**config.mk**
```make
export PLATFORM = sky130hd
export DESIGN_NAME = metered_valve_controller_top
export DESIGN_NICKNAME = d
export VERILOG_FILES = /design/src/rtl/mvc_pkg.sv /design/src/rtl/metered_valve_controller_top.sv /design/src/rtl/mvc_cfg_regs.sv /design/src/rtl/mvc_serial_div.sv /design/src/rtl/mvc_ctrl.sv
export VERILOG_INCLUDE_DIRS = /design/src /design/src/rtl
export SDC_FILE = /design/constraint.sdc
export NUM_CORES = 2
export LEC_CHECK = 0
export BUFFER_PORTS_ARGS = -buffer_cell sky130_fd_sc_hd__buf_2
export CAP_MARGIN = 40
export CORE_UTILIZATION = 36
export CTS_CLUSTER_SIZE = 16
export DETAILED_ROUTE_END_ITERATION = 10
export PLACE_DENSITY = 0.57
export RECOVER_POWER = 25
export REMOVE_ABC_BUFFERS = 1
export SETUP_SLACK_MARGIN = 0.4
export SLEW_MARGIN = 20
export SYNTH_ARGS = -nofsm -noshare
export SYNTH_HDL_FRONTEND = slang
export SYNTH_HIERARCHICAL = 1
export SYNTH_SLANG_ARGS = --single-unit
export TNS_END_PERCENT = 1
```
**constraint.sdc**
```tcl
create_clock -name clk -period 17.4 [get_ports clk]
set_input_delay 0.87 -clock clk [delete_from_list [all_inputs] [get_ports clk]]
set_output_delay 0.87 -clock clk [all_outputs]
set_load 0.02 [all_outputs]
```
**src/rtl/metered_valve_controller_top_defines.svh**
```systemverilog
// ----------------------------------------------------------------------------
// Metered valve controller assertion macros
// Check macros used by the top level; they expand to nothing under SYNTH.
// ----------------------------------------------------------------------------
`ifndef METERED_VALVE_CONTROLLER_TOP_DEFINES_SVH
`define METERED_VALVE_CONTROLLER_TOP_DEFINES_SVH

`ifndef SYNTH
// same-cycle implication, disabled during reset
`define MVC_ASSERT_IMPL(label, ck, rn, ante, cons) \
    label: assert property (@(posedge ck) disable iff (!rn) (ante) |-> (cons)) \
        else $error("mvc same-cycle check failed");
// next-cycle implication, disabled during reset
`define MVC_ASSERT_NEXT(label, ck, rn, ante, cons) \
    label: assert property (@(posedge ck) disable iff (!rn) (ante) |=> (cons)) \
        else $error("mvc next-cycle check failed");
`else
`define MVC_ASSERT_IMPL(label, ck, rn, ante, cons)
`define MVC_ASSERT_NEXT(label, ck, rn, ante, cons)
`endif

`endif

```
**src/rtl/mvc_pkg.sv**
```systemverilog
// ----------------------------------------------------------------------------
// Metered valve controller package
// Shared widths, codes, state encoding and inter-module structs.
// ----------------------------------------------------------------------------
package mvc_pkg;

    // counter and field widths
    localparam int CNT_W        = 32;
    localparam int PPL_W        = 16;
    localparam int DATA_W       = 32;
    localparam int ADDR_W       = 4;
    localparam int ACTION_W     = 3;
    localparam int LIMIT_IN_W   = 16;
    localparam int LIMIT_ML_W   = 23;
    localparam int VOL_W        = 32;
    localparam int TOTAL_W      = 16;
    localparam int MINUTES_W    = 16;
    localparam int CAUSE_W      = 2;
    localparam int MS_SUB_W     = 16;

    // scaling constants
    localparam int ML_PER_LITER      = 1000;
    localparam int TENTHS_PER_LITER  = 10;
    localparam int ML_PER_LIMIT_UNIT = 100;
    localparam int MS_PER_MINUTE     = 60000;

    // serial divider sizing: pulses times 1000 needs 10 extra bits
    localparam int DIVIDEND_W = CNT_W + 10;
    localparam int DIV_CNT_W  = $clog2(DIVIDEND_W + 1);

    // register reset values
    localparam logic [PPL_W-1:0]  PPL_RESET      = PPL_W'(450);
    localparam logic [DATA_W-1:0] MAX_OPEN_RESET = DATA_W'(1800000);
    localparam logic [DATA_W-1:0] MAX_VOL_RESET  = DATA_W'(200000);

    // register indexes
    typedef enum logic [1:0] {
        REG_PPL      = 2'd0,
        REG_MAX_OPEN = 2'd1,
        REG_MAX_VOL  = 2'd2
    } reg_index_t;

    // input actions
    typedef enum logic [ACTION_W-1:0] {
        ACT_TICK       = 3'd0,
        ACT_PULSE      = 3'd1,
        ACT_OPEN       = 3'd2,
        ACT_OPEN_LIMIT = 3'd3,
        ACT_CLOSE      = 3'd4,
        ACT_REPORT     = 3'd5
    } action_t;

    // close causes
    typedef enum logic [CAUSE_W-1:0] {
        CAUSE_NONE    = 2'd0,
        CAUSE_COMMAND = 2'd1,
        CAUSE_TIME    = 2'd2,
        CAUSE_VOLUME  = 2'd3
    } cause_t;

    // sequencer states
    typedef enum logic [2:0] {
        ST_IDLE,
        ST_TIME,
        ST_VOL_LOAD,
        ST_VOL_WAIT,
        ST_TOT_LOAD,
        ST_TOT_WAIT,
        ST_DONE
    } state_t;

    // configuration seen by the sequencer
    typedef struct packed {
        logic [PPL_W-1:0]  ppl;
        logic [DATA_W-1:0] max_open;
        logic [DATA_W-1:0] max_vol;
        logic              ppl_written;
    } cfg_t;

    // divider request and response
    typedef struct packed {
        logic                  start;
        logic [DIVIDEND_W-1:0] dividend;
        logic [PPL_W-1:0]      divisor;
    } div_req_t;

    typedef struct packed {
        logic                  busy;
        logic                  done;
        logic [DIVIDEND_W-1:0] quotient;
    } div_rsp_t;

endpackage

```
**src/rtl/metered_valve_controller_top.sv**
```systemverilog
// ----------------------------------------------------------------------------
// Metered valve controller top level
// Valve sequencer with flow metering, config registers and a serial divider.
// ----------------------------------------------------------------------------
// Each input transfer (tick, flow pulse, open, open with limit, close or
// report) yields exactly one status transfer. One item is processed at a
// time. While the valve stays open, the cycle volume goes through the
// 42-step radix-2 divider; the liters total is reconverted on the same
// divider whenever it is stale, which happens after any close and after a
// write of pulses_per_liter. A closed valve with a current total needs no
// division. The divider yields one quotient bit per clock. A finished status
// waits in an output register, so the next item is taken while that status
// is still pending. Registers sit at byte addresses 0 (pulses_per_liter), 4
// (max_open_ms) and 8 (default cycle volume limit) and should be written only
// while no item is in flight.
// ----------------------------------------------------------------------------
`include "metered_valve_controller_top_defines.svh"

module metered_valve_controller_top (
    input  logic                              clk,
    input  logic                              rst_n,
    input  logic                              psel,
    input  logic                              penable,
    input  logic                              pwrite,
    input  logic [mvc_pkg::ADDR_W-1:0]        paddr,
    input  logic [mvc_pkg::DATA_W-1:0]        pwdata,
    output logic [mvc_pkg::DATA_W-1:0]        prdata,
    output logic                              pready,
    input  logic                              in_valid,
    output logic                              in_ready,
    input  logic [mvc_pkg::ACTION_W-1:0]      action,
    input  logic [mvc_pkg::LIMIT_IN_W-1:0]    volume_limit_hundred_ml,
    output logic                              out_valid,
    input  logic                              out_ready,
    output logic                              valve_drive,
    output logic [mvc_pkg::VOL_W-1:0]         cycle_volume_ml,
    output logic [mvc_pkg::TOTAL_W-1:0]       total_liters_x10,
    output logic [mvc_pkg::MINUTES_W-1:0]     uptime_minutes,
    output logic [mvc_pkg::CAUSE_W-1:0]       close_cause
);
    import mvc_pkg::*;

    cfg_t     cfg;
    div_req_t div_req;
    div_rsp_t div_rsp;

    // configuration registers
    mvc_cfg_regs u_cfg_regs (
        .clk     (clk),
        .rst_n   (rst_n),
        .psel    (psel),
        .penable (penable),
        .pwrite  (pwrite),
        .paddr   (paddr),
        .pwdata  (pwdata),
        .prdata  (prdata),
        .pready  (pready),
        .cfg     (cfg)
    );

    // shared serial divider
    mvc_serial_div u_serial_div (
        .clk   (clk),
        .rst_n (rst_n),
        .req   (div_req),
        .rsp   (div_rsp)
    );

    // sequencer and result register
    mvc_ctrl u_ctrl (
        .clk                     (clk),
        .rst_n                   (rst_n),
        .cfg                     (cfg),
        .in_valid                (in_valid),
        .in_ready                (in_ready),
        .action                  (action),
        .volume_limit_hundred_ml (volume_limit_hundred_ml),
        .out_valid               (out_valid),
        .out_ready               (out_ready),
        .valve_drive             (valve_drive),
        .cycle_volume_ml         (cycle_volume_ml),
        .total_liters_x10        (total_liters_x10),
        .uptime_minutes          (uptime_minutes),
        .close_cause             (close_cause),
        .div_req                 (div_req),
        .div_rsp                 (div_rsp)
    );

    // a closed valve reports no cycle volume
    `MVC_ASSERT_IMPL(a_closed_zero_volume, clk, rst_n, out_valid && !valve_drive, cycle_volume_ml == '0)
    // a reported close always leaves the valve closed
    `MVC_ASSERT_IMPL(a_cause_means_closed, clk, rst_n, out_valid && (close_cause != CAUSE_NONE), !valve_drive)
    // one item at a time: no transfer directly after an accepted one
    `MVC_ASSERT_NEXT(a_busy_after_accept, clk, rst_n, in_valid && in_ready, !in_ready)
    // the divider is never restarted in the middle of a division
    `MVC_ASSERT_IMPL(a_div_start_idle, clk, rst_n, div_req.start, !div_rsp.busy)

endmodule

```
**src/rtl/mvc_cfg_regs.sv**
```systemverilog
// ----------------------------------------------------------------------------
// Metered valve controller configuration registers
// APB-style register file for pulses per liter, open time and volume limits.
// ----------------------------------------------------------------------------
module mvc_cfg_regs (
    input  logic                        clk,
    input  logic                        rst_n,
    input  logic                        psel,
    input  logic                        penable,
    input  logic                        pwrite,
    input  logic [mvc_pkg::ADDR_W-1:0]  paddr,
    input  logic [mvc_pkg::DATA_W-1:0]  pwdata,
    output logic [mvc_pkg::DATA_W-1:0]  prdata,
    output logic                        pready,
    output mvc_pkg::cfg_t               cfg
);
    import mvc_pkg::*;

    logic [PPL_W-1:0]  ppl_reg;
    logic [DATA_W-1:0] max_open_reg;
    logic [DATA_W-1:0] max_vol_reg;
    logic              ppl_written_reg;
    logic              wr_en;
    logic [1:0]        reg_idx;

    assign pready  = 1'b1;
    assign wr_en   = psel & penable & pwrite & pready;
    assign reg_idx = paddr[ADDR_W-1:2];

    // register writes
    always_ff @(posedge clk or negedge rst_n)
    begin
        if (!rst_n)
        begin
            ppl_reg         <= PPL_RESET;
            max_open_reg    <= MAX_OPEN_RESET;
            max_vol_reg     <= MAX_VOL_RESET;
            ppl_written_reg <= 1'b0;
        end
        else
        begin
            ppl_written_reg <= 1'b0;
            if (wr_en)
            begin
                unique case (reg_idx)
                    REG_PPL:
                    begin
                        ppl_reg         <= pwdata[PPL_W-1:0];
                        ppl_written_reg <= 1'b1;
                    end
                    REG_MAX_OPEN: max_open_reg <= pwdata;
                    REG_MAX_VOL:  max_vol_reg  <= pwdata;
                    default: ;
                endcase
            end
        end
    end

    // read mux
    always_comb
    begin
        unique case (reg_idx)
            REG_PPL:      prdata = DATA_W'(ppl_reg);
            REG_MAX_OPEN: prdata = max_open_reg;
            REG_MAX_VOL:  prdata = max_vol_reg;
            default:      prdata = '0;
        endcase
    end

    assign cfg.ppl         = ppl_reg;
    assign cfg.max_open    = max_open_reg;
    assign cfg.max_vol     = max_vol_reg;
    assign cfg.ppl_written = ppl_written_reg;

endmodule

```
**src/rtl/mvc_serial_div.sv**
```systemverilog
// ----------------------------------------------------------------------------
// Metered valve controller serial divider
// Radix-2 restoring divider, one quotient bit per cycle through a shift register.
// ----------------------------------------------------------------------------
module mvc_serial_div (
    input  logic              clk,
    input  logic              rst_n,
    input  mvc_pkg::div_req_t req,
    output mvc_pkg::div_rsp_t rsp
);
    import mvc_pkg::*;

    logic [DIVIDEND_W-1:0] shift_reg, shift_next;
    logic [PPL_W-1:0]      rem_reg, rem_next;
    logic [PPL_W-1:0]      divisor_reg, divisor_next;
    logic [DIV_CNT_W-1:0]  cnt_reg, cnt_next;
    logic                  busy_reg, busy_next;
    logic                  done_reg, done_next;
    logic [PPL_W:0]        trial;
    logic [PPL_W:0]        diff;
    logic                  fits;

    // one restoring step
    assign trial = {rem_reg, shift_reg[DIVIDEND_W-1]};
    assign diff  = trial - {1'b0, divisor_reg};
    assign fits  = (trial >= {1'b0, divisor_reg});

    always_comb
    begin
        shift_next   = shift_reg;
        rem_next     = rem_reg;
        divisor_next = divisor_reg;
        cnt_next     = cnt_reg;
        busy_next    = busy_reg;
        done_next    = 1'b0;
        if (req.start)
        begin
            shift_next   = req.dividend;
            rem_next     = '0;
            divisor_next = req.divisor;
            cnt_next     = DIV_CNT_W'(DIVIDEND_W);
            busy_next    = 1'b1;
        end
        else if (busy_reg)
        begin
            rem_next   = fits ? diff[PPL_W-1:0] : trial[PPL_W-1:0];
            shift_next = {shift_reg[DIVIDEND_W-2:0], fits};
            cnt_next   = cnt_reg - DIV_CNT_W'(1);
            if (cnt_reg == DIV_CNT_W'(1))
            begin
                busy_next = 1'b0;
                done_next = 1'b1;
            end
        end
    end

    // control
    always_ff @(posedge clk or negedge rst_n)
    begin
        if (!rst_n)
        begin
            cnt_reg  <= '0;
            busy_reg <= 1'b0;
            done_reg <= 1'b0;
        end
        else
        begin
            cnt_reg  <= cnt_next;
            busy_reg <= busy_next;
            done_reg <= done_next;
        end
    end

    // datapath
    always_ff @(posedge clk)
    begin
        shift_reg   <= shift_next;
        rem_reg     <= rem_next;
        divisor_reg <= divisor_next;
    end

    assign rsp.busy     = busy_reg;
    assign rsp.done     = done_reg;
    assign rsp.quotient = shift_reg;

endmodule

```
**src/rtl/mvc_ctrl.sv**
```systemverilog
// ----------------------------------------------------------------------------
// Metered valve controller sequencer
// Applies each action, runs the time and volume checks and the total
// conversion on the shared divider, and holds the result register.
// ----------------------------------------------------------------------------
module mvc_ctrl (
    input  logic                              clk,
    input  logic                              rst_n,
    input  mvc_pkg::cfg_t                     cfg,
    input  logic                              in_valid,
    output logic                              in_ready,
    input  logic [mvc_pkg::ACTION_W-1:0]      action,
    input  logic [mvc_pkg::LIMIT_IN_W-1:0]    volume_limit_hundred_ml,
    output logic                              out_valid,
    input  logic                              out_ready,
    output logic                              valve_drive,
    output logic [mvc_pkg::VOL_W-1:0]         cycle_volume_ml,
    output logic [mvc_pkg::TOTAL_W-1:0]       total_liters_x10,
    output logic [mvc_pkg::MINUTES_W-1:0]     uptime_minutes,
    output logic [mvc_pkg::CAUSE_W-1:0]       close_cause,
    output mvc_pkg::div_req_t                 div_req,
    input  mvc_pkg::div_rsp_t                 div_rsp
);
    import mvc_pkg::*;

    state_t                 state_reg, state_next;
    logic [CNT_W-1:0]       pulse_count_reg, pulse_count_next;
    logic [CNT_W-1:0]       cycle_start_reg, cycle_start_next;
    logic [CNT_W-1:0]       opened_at_reg, opened_at_next;
    logic [CNT_W-1:0]       ms_clock_reg, ms_clock_next;
    logic [MS_SUB_W-1:0]    ms_sub_reg, ms_sub_next;
    logic [MINUTES_W-1:0]   minutes_reg, minutes_next;
    logic [LIMIT_ML_W-1:0]  cycle_limit_reg, cycle_limit_next;
    logic                   valve_open_reg, valve_open_next;
    logic [CNT_W-1:0]       committed_reg, committed_next;
    logic [TOTAL_W-1:0]     total_reg, total_next;
    logic                   total_dirty_reg, total_dirty_next;
    cause_t                 cause_reg, cause_next;
    logic [VOL_W-1:0]       vol_reg, vol_next;
    logic                   out_valid_reg, out_valid_next;
    logic                   out_valve_reg;
    logic [VOL_W-1:0]       out_vol_reg;
    logic [TOTAL_W-1:0]     out_total_reg;
    logic [MINUTES_W-1:0]   out_minutes_reg;
    cause_t                 out_cause_reg;

    logic                   accept;
    logic                   load_out;
    logic [CNT_W-1:0]       cycle_pulses;
    logic [CNT_W-1:0]       elapsed;
    logic                   time_close;
    logic [VOL_W-1:0]       vol_sat;
    logic [DATA_W-1:0]      vol_limit;
    logic                   vol_close;
    logic [TOTAL_W-1:0]     total_sat;
    logic [PPL_W-1:0]       divisor;

    // shared arithmetic
    assign cycle_pulses = pulse_count_reg - cycle_start_reg;
    assign elapsed      = ms_clock_reg - opened_at_reg;
    assign time_close   = valve_open_reg && (elapsed > CNT_W'(cfg.max_open));
    assign divisor      = (cfg.ppl == '0) ? PPL_W'(1) : cfg.ppl;
    assign vol_sat      = (div_rsp.quotient > DIVIDEND_W'({VOL_W{1'b1}}))
                          ? {VOL_W{1'b1}} : div_rsp.quotient[VOL_W-1:0];
    assign vol_limit    = (cycle_limit_reg != '0) ? DATA_W'(cycle_limit_reg)
                                                  : cfg.max_vol;
    assign vol_close    = (vol_sat >= vol_limit);
    assign total_sat    = (div_rsp.quotient > DIVIDEND_W'({TOTAL_W{1'b1}}))
                          ? {TOTAL_W{1'b1}} : div_rsp.quotient[TOTAL_W-1:0];

    // next state
    always_comb
    begin
        state_next = state_reg;
        unique case (state_reg)
            ST_IDLE:
                if (in_valid)
                    state_next = ST_TIME;
            ST_TIME:
                priority if (valve_open_reg && !time_close)
                    state_next = ST_VOL_LOAD;
                else if (total_dirty_reg || time_close)
                    state_next = ST_TOT_LOAD;
                else
                    state_next = ST_DONE;
            ST_VOL_LOAD:
                state_next = ST_VOL_WAIT;
            ST_VOL_WAIT:
                if (div_rsp.done)
                    state_next = (total_dirty_reg || vol_close) ? ST_TOT_LOAD : ST_DONE;
            ST_TOT_LOAD:
                state_next = ST_TOT_WAIT;
            ST_TOT_WAIT:
                if (div_rsp.done)
                    state_next = ST_DONE;
            ST_DONE:
                if (!out_valid_reg || out_ready)
                    state_next = ST_IDLE;
            default:
                state_next = ST_IDLE;
        endcase
    end

    // state outputs
    always_comb
    begin
        in_ready         = 1'b0;
        load_out         = 1'b0;
        div_req.start    = 1'b0;
        div_req.divisor  = divisor;
        div_req.dividend = DIVIDEND_W'(cycle_pulses) * DIVIDEND_W'(ML_PER_LITER);
        unique case (state_reg)
            ST_IDLE:     in_ready = 1'b1;
            ST_VOL_LOAD: div_req.start = 1'b1;
            ST_TOT_LOAD:
            begin
                div_req.start    = 1'b1;
                div_req.dividend = DIVIDEND_W'(committed_reg)
                                   * DIVIDEND_W'(TENTHS_PER_LITER);
            end
            ST_DONE:     load_out = !out_valid_reg || out_ready;
            default: ;
        endcase
    end

    assign accept = in_valid && in_ready;

    // datapath next values
    always_comb
    begin
        pulse_count_next = pulse_count_reg;
        cycle_start_next = cycle_start_reg;
        opened_at_next   = opened_at_reg;
        ms_clock_next    = ms_clock_reg;
        ms_sub_next      = ms_sub_reg;
        minutes_next     = minutes_reg;
        cycle_limit_next = cycle_limit_reg;
        valve_open_next  = valve_open_reg;
        committed_next   = committed_reg;
        total_next       = total_reg;
        total_dirty_next = total_dirty_reg;
        cause_next       = cause_reg;
        vol_next         = vol_reg;

        // apply the action
        if (accept)
        begin
            cause_next = CAUSE_NONE;
            unique case (action)
                ACT_TICK:
                begin
                    if (ms_clock_reg == {CNT_W{1'b1}})
                    begin
                        ms_clock_next = '0;
                        ms_sub_next   = '0;
                        minutes_next  = '0;
                    end
                    else
                    begin
                        ms_clock_next = ms_clock_reg + CNT_W'(1);
                        if (ms_sub_reg == MS_SUB_W'(MS_PER_MINUTE - 1))
                        begin
                            ms_sub_next  = '0;
                            minutes_next = minutes_reg + MINUTES_W'(1);
                        end
                        else
                            ms_sub_next = ms_sub_reg + MS_SUB_W'(1);
                    end
                end
                ACT_PULSE:
                    pulse_count_next = pulse_count_reg + CNT_W'(1);
                ACT_OPEN:
                begin
                    cycle_start_next = pulse_count_reg;
                    cycle_limit_next = '0;
                    opened_at_next   = ms_clock_reg;
                    valve_open_next  = 1'b1;
                end
                ACT_OPEN_LIMIT:
                begin
                    cycle_start_next = pulse_count_reg;
                    cycle_limit_next = LIMIT_ML_W'(volume_limit_hundred_ml)
                                       * LIMIT_ML_W'(ML_PER_LIMIT_UNIT);
                    opened_at_next   = ms_clock_reg;
                    valve_open_next  = 1'b1;
                end
                ACT_CLOSE:
                    if (valve_open_reg)
                    begin
                        committed_next   = committed_reg + cycle_pulses;
                        valve_open_next  = 1'b0;
                        total_dirty_next = 1'b1;
                        cause_next       = CAUSE_COMMAND;
                    end
                default: ;
            endcase
        end

        // open time limit
        if (state_reg == ST_TIME && time_close)
        begin
            committed_next   = committed_reg + cycle_pulses;
            valve_open_next  = 1'b0;
            total_dirty_next = 1'b1;
            cause_next       = CAUSE_TIME;
        end

        // volume limit
        if (state_reg == ST_VOL_WAIT && div_rsp.done)
        begin
            if (vol_close)
            begin
                committed_next   = committed_reg + cycle_pulses;
                valve_open_next  = 1'b0;
                total_dirty_next = 1'b1;
                cause_next       = CAUSE_VOLUME;
            end
            else
                vol_next = vol_sat;
        end

        // total conversion
        if (state_reg == ST_TOT_WAIT && div_rsp.done)
        begin
            total_next       = total_sat;
            total_dirty_next = 1'b0;
        end

        // a new pulses per liter value invalidates the total
        if (cfg.ppl_written)
            total_dirty_next = 1'b1;
    end

    // result register handshake
    always_comb
    begin
        if (load_out)
            out_valid_next = 1'b1;
        else if (out_ready)
            out_valid_next = 1'b0;
        else
            out_valid_next = out_valid_reg;
    end

    // control and architectural state
    always_ff @(posedge clk or negedge rst_n)
    begin
        if (!rst_n)
        begin
            state_reg       <= ST_IDLE;
            pulse_count_reg <= '0;
            cycle_start_reg <= '0;
            opened_at_reg   <= '0;
            ms_clock_reg    <= '0;
            ms_sub_reg      <= '0;
            minutes_reg     <= '0;
            cycle_limit_reg <= '0;
            valve_open_reg  <= 1'b0;
            committed_reg   <= '0;
            total_reg       <= '0;
            total_dirty_reg <= 1'b0;
            cause_reg       <= CAUSE_NONE;
            out_valid_reg   <= 1'b0;
        end
        else
        begin
            state_reg       <= state_next;
            pulse_count_reg <= pulse_count_next;
            cycle_start_reg <= cycle_start_next;
            opened_at_reg   <= opened_at_next;
            ms_clock_reg    <= ms_clock_next;
            ms_sub_reg      <= ms_sub_next;
            minutes_reg     <= minutes_next;
            cycle_limit_reg <= cycle_limit_next;
            valve_open_reg  <= valve_open_next;
            committed_reg   <= committed_next;
            total_reg       <= total_next;
            total_dirty_reg <= total_dirty_next;
            cause_reg       <= cause_next;
            out_valid_reg   <= out_valid_next;
        end
    end

    // payload registers
    always_ff @(posedge clk)
    begin
        vol_reg <= vol_next;
        if (load_out)
        begin
            out_valve_reg   <= valve_open_reg;
            out_vol_reg     <= valve_open_reg ? vol_reg : '0;
            out_total_reg   <= total_reg;
            out_minutes_reg <= minutes_reg;
            out_cause_reg   <= cause_reg;
        end
    end

    assign out_valid        = out_valid_reg;
    assign valve_drive      = out_valve_reg;
    assign cycle_volume_ml  = out_vol_reg;
    assign total_liters_x10 = out_total_reg;
    assign uptime_minutes   = out_minutes_reg;
    assign close_cause      = out_cause_reg;

endmodule

```
# Word level (Yosys, flattened, before mapping)
# Cells that the tools add are included.
word_totals:
  mem_count: 0
  register_bits: 501
  word_cells: 163
  latchBits: 0
  output_inout_bits: 102
  mem_bits_ro: 0
  input_bits: 62
  ramBits: 0
classes:
  div: 0
  mul: 3
  mux: 62
  addsub: 9
  eq_ne: 19
  n_lt_le_gt_ge: 5
  n_reduce_logical: 32
  shifts: 0
  n_bitwise: 3
ops:
  columns: ["cell", "count"]
  rows:
  - ["$mux 32", 9]
  - ["$mux 42", 3]
  - ["$mux 16", 6]
  - ["$pmux 32 s3", 1]
  - ["$add 32x1->32 const B", 2]
  - ["$sub 32x32->32", 2]
  - ["$pmux 23 s2", 1]
  - ["$gt 42x16->1 const B", 1]
  - ["$gt 42x32->1 const B", 1]
  - ["$mul 32x7->39 const B", 1]
  - ["$mul 32x3->35 const B", 1]
  - ["$add 16x1->16 const B", 2]
  - ["$add 32x32->32", 1]
  - ["$eq 32x32->1 const B", 1]
  - ["$ge 32x32->1", 1]
  - ["$gt 32x32->1", 1]
  - ["$mux 1", 26]
  - ["$reduce_bool 23->1", 1]
  - ["$mul 16x5->21 const B", 1]
  - ["$pmux 3 s7", 1]
  - ["$ge 17x16->1", 1]
  - ["$eq 16x16->1 const B", 1]
  - ["$logic_not 16->1", 1]
  - ["$reduce_and 2->1", 8]
  - ["other kinds (25)", 59]

# Depth between registers and ports, before layout
depth:
  ltp_word: 9
  ltp_mapped: 37

# Modules after synthesis
# Netlist, hierarchy kept.
by_module_without_submodules:
  columns: ["mod", "cells_per_inst", "instances", "area_each_um2"]
  rows:
  - ["mvc_ctrl", 3077, 1, 28124.5]
  - ["mvc_serial_div", 384, 1, 4401.7]
  - ["mvc_cfg_regs", 252, 1, 3729.8]

# Worst setup path after synthesis
# OpenSTA, ideal clock, no wires.
synth_path:
  kind: "register -> register"
  startpoint: "register u_ctrl.pulse_count_reg[0]"
  endpoint: "register u_serial_div.shift_reg[40], data pin"
  setup_slack_ns: 9.412
  n_path_buf: 0
  arrival_ns: 7.729
  synth_period_minus_slack_ns: 7.988
  t_required_ns: 17.140
  path_stages_with_launch: 36
  cell_sequence: "dfrtp_1 inv_1 ha_1 inv_1 fa_1 a211oi_1 o211ai_1 nand3b_1 a31oi_1 o21a_1 o21a_1 o21ai_0 nand2b_1 a21o_1 a21o_1 a21o_1 a21o_1 xnor2_1 inv_1 ha_1 inv_1 fa_1 fa_1 fa_1 inv_1 ha_1 a21oi_1 o21ai_0 or3_1 o211ai_1 nand4b_1 or3_1 a31oi_1 xor2_1 nor2_1 mux2_2"
synth_rtl:
  columns: ["element", "line_no", "rtl"]
  rows:
  - ["start: declaration", "mvc_ctrl.sv:27", "logic [CNT_W-1:0] pulse_count_reg, pulse_count_next;"]
  - ["start signal: assignment", "mvc_ctrl.sv:268", "pulse_count_reg <= pulse_count_next;"]
  - ["end signal: assignment", "mvc_serial_div.sv:77", "shift_reg <= shift_next;"]
  - ["end: declaration", "mvc_serial_div.sv:13", "logic [DIVIDEND_W-1:0] shift_reg, shift_next;"]

==> tab_implementation.tex <==
\begin{tabular}{lr}
\hline
Metric & Value \\
\hline
\multicolumn{2}{l}{\textbf{Outcome}} \\
\quad Run status & finished with violations \\
\quad Failing checks & capacitance limit, slew limit \\
\multicolumn{2}{l}{\textbf{Route}} \\
\quad Post-detailed-route wirelength per cell & 17.2 um \\
\quad DRT Pass-1 Iters & 5 \\
\quad Post-route DRC violation count & 0 \\
\quad Remaining number of nets flagged by the antenna check after routing & 0 \\
\quad Via count & 26.6k \\
\quad DR iter-0 viols & $\sim$1.5k \\
\quad Final wirelength & 89200 um \\
\quad Number of vias per cell & about 5.1 \\
\multicolumn{2}{l}{\textbf{Worst setup path}} \\
\quad Crit path arrival time & 9.16 ns \\
\quad Required time of the critical path & around 18 ns \\
\quad Crit path top cell by count & inv\_1 \\
\quad Worst Reg-to-Reg Cells & 35 \\
\quad Slowest stage delay, CP & roughly 0.56 ns \\
\quad Kind of critical path & flop to flop \\
\quad Worst path buffer plus inverter count & 5 \\
\quad Slowest-stage cell, CP & fa\_1 \\
\quad Maximum net fanout on the critical path & 5 \\
\quad Kind of capture point of the worst setup path & flop \\
\quad Register-to-register path setup slack & 8.63 ns \\
\quad Logic depth of the worst path, buffers included & 35 \\
\quad Worst setup SP type & flop \\
\quad Worst path top cell family by delay & compound AO/OA/AOI/OAI gates \\
\multicolumn{2}{l}{\textbf{Timing}} \\
\quad Fin crit share & 0.504 \\
\quad Worst slew slack as a fraction of its limit & -2.67 \\
\quad Worst hold slack & 0.456 ns \\
\quad Fin Clk Skew & slightly above 0.03 ns \\
\quad Peak clock frequency supported by timing & 114 MHz \\
\quad Actual transition at the worst max-transition pin & 5.51 ns \\
\quad Minimum period implied by the final worst setup slack & 8.77 ns \\
\quad Setup repair after global routing missed its margin & no \\
\quad Final worst-path setup slack & 8.63 ns \\
\quad Count of final setup violators & 0 \\
\quad Final slew viol count & 316 \\
\quad Accumulated negative setup slack & 0 ns \\
\quad Final Hold Violating Endpoints & 0 \\
\multicolumn{2}{l}{\textbf{Placed design}} \\
\quad IO Port Bufs & 160 \\
\quad Post-DP HPWL & about 70000 um \\
\quad Final weighted congestion of routability-driven global placement & roughly 0.84 \\
\quad DP Worst Slack & 8.22 ns \\
\multicolumn{2}{l}{\textbf{Synthesis}} \\
\quad Warnings, synthesis & 6 \\
\quad Cell count after synthesis & 3712 \\
\quad Area of the mapped netlist & 0.0362 mm\^{}2 \\
\quad Syn avg cell area & 9.77 um\^{}2 \\
\multicolumn{2}{l}{\textbf{Job}} \\
\quad Max-cap viol count & 6 \\
\multicolumn{2}{l}{\textbf{Layout}} \\
\quad Share of post-route cells with drive strength above 1 & 0.133 \\
\quad Sequential cell area & 0.0132 mm\^{}2 \\
\quad Multi-input combinational cell area & around 0.021 mm\^{}2 \\
\quad End-of-flow core utilization & 0.405 \\
\quad Number of nets in the layout & 4386 \\
\quad Layout Area Growth over Synthesis & 11.7\% \\
\quad Fill cell count & 9948 \\
\quad Largest register FFs & 42 \\
\multicolumn{2}{l}{\textbf{Clocking}} \\
\quad Hold-fix buffer count after cts & 0 \\
\quad Cts bufs inserted & 58 \\
\quad Count of H-tree levels built during CTS & 2 \\
\quad Post-CTS Setup Repair Bufs & 0 \\
\quad Worst-case clock buffer depth & 3 \\
\quad Root cell of the clock tree & clkbuf\_16 \\
\quad Clock tree from TritonCTS & done \\
\quad Clk slew on worst S/H paths & 0.06 ns \\
\quad Sink Count & around 500 \\
\quad Post\_cts resized & 0 \\
\quad Insertion delay of the later-clocked pin in the worst-skew pair & 0.66 ns \\
\multicolumn{2}{l}{\textbf{Pwr}} \\
\quad Leakage power summed over all cells & 18.3 nW \\
\quad Internal Pwr Total & 2.38 mW \\
\quad Net switching fraction of the power & 0.290 \\
\quad Post-route total power & $\sim$3.3 mW \\
\quad Part of the total power dissipated in combinational logic & 0.193 \\
\quad Clock share of power & 0.380 \\
\quad Power per cell area & between 80 and 90 mW/mm\^{}2 \\
\quad Highest ir drop seen on vdd & 77.2 uV \\
\quad Share of power burned in registers & 0.426 \\
\quad Switching power & 0.972 mW \\
\multicolumn{2}{l}{\textbf{Global route}} \\
\quad Antenna violations before repair & 20 \\
\quad Global-route wire length before repair & approximately 140000 um \\
\quad Remaining global-route overflow & 0 \\
\quad Number of global-route vias before repair & roughly 26k \\
\quad Pin count of the biggest net entering global routing & 101 \\
\quad GRT Util Overall & 0.176 \\
\multicolumn{2}{l}{\textbf{Worst hold path}} \\
\quad Path class of the lowest-slack min-delay path & primary input to flop \\
\quad Worst Hold Depth & 2 \\
\multicolumn{2}{l}{\textbf{Die}} \\
\quad Total Die Area & approximately 0.10 mm\^{}2 \\
\quad Placeable core area & 0.0999 mm\^{}2 \\
\quad \# rows & 116 \\
\quad Chip Height & 319 um \\
\quad Number of placed I/O pins & 164 \\
\quad Initial Utilization & 0.363 \\
\quad Die X & 319 um \\
\hline
\end{tabular}
-- per-stage QoR --
stage,instances,instance area [um^2]
after floorplan,3579,35600
after CTS,5191,40500
after global placement,5073,38400
final,5198,40500
after detailed placement,5081,38500
after global routing,5196,40500
-- worst reg2reg max path, delay by kind of cell (launching register included) --
| family | cells | cell delay (ns) |
|---|---|---|
| flip-flops | 1 | 0.41 |
| AND/OR/NAND/NOR | 6 | 1.30 |
| adder cells (fa/ha/maj) | 7 | 2.75 |
| buffers and inverters | 5 | 0.46 |
| AO/OA/AOI/OAI | 14 | 2.78 |
| multiplexers | 1 | 0.28 |
| XOR/XNOR | 2 | 0.53 |
-- cell type report --
type | instances | share of cell area
diodes | 4 | 0.000247
clock buffers | 88 | 0.0419
clock inverters | 22 | 0.00763
inverters | 382 | 0.0354
multi-input cells | 2698 | 0.519
flip-flops and latches | 499 | 0.327
well taps | 1298 | 0.0401
repair buffers | 207 | 0.0287
-- final timing paths --
path | start | end
max reg2reg | u_ctrl/pulse_count_reg[0]$_DFFE_PN0P_ | u_serial_div/shift_reg[40]$_DFFE_PP_
min in group asynchronous | rst_n | u_ctrl/minutes_reg[6]$_DFFE_PN0P_
max in group asynchronous | rst_n | u_ctrl/pulse_count_reg[20]$_DFFE_PN0P_
max | u_ctrl/pulse_count_reg[0]$_DFFE_PN0P_ | u_serial_div/shift_reg[40]$_DFFE_PP_
min | pwdata[17] | u_cfg_regs/max_open_reg[17]$_DFFE_PN1P_
min reg2reg | u_ctrl/total_reg[14]$_DFFE_PN0P_ | u_ctrl/total_liters_x10[14]$_DFFE_PP_
-- layer usage --
layer / up-vias / GRT usage / wire length [um] / part of all wire
met2: 456 / 0.273 / 38800 / 0.43
met1: 12900 / 0.252 / 43600 / 0.49
met4: 18 / 0.0395 / 1710 / 0.019
met3: 110 / 0.0359 / 4960 / 0.056
met5: - / 0 / 103 / 0.0012
li1: 13100 / - / - / -
-- power groups by stage --
stage          Sequential [mW]  Combinational [mW]  Clock, mW
6_report                  1.43               0.648       1.27
5_1_grt                   1.44               0.734       1.36
4_1_cts                   1.43               0.654       1.31
3_5_place_dp              1.45               0.647          0
3_3_place_gp              1.45               0.638          0
2_1_floorplan             1.39               0.487          0
-- cell usage in the layout (no fill, tap or decap), types with 157 or more instances in the layout --
| master | n |
|---|---|
| inv_1 | 379 |
| ha_1 | 358 |
| nand2_1 | 337 |
| dfrtp_1 | 305 |
| o21ai_0 | 236 |
| a21oi_1 | 213 |
| nor2_1 | 206 |
| xnor2_1 | 171 |
| buf_2 | 161 |
| edfxtp_1 | 157 |
Power figures use the tool's default switching activity.
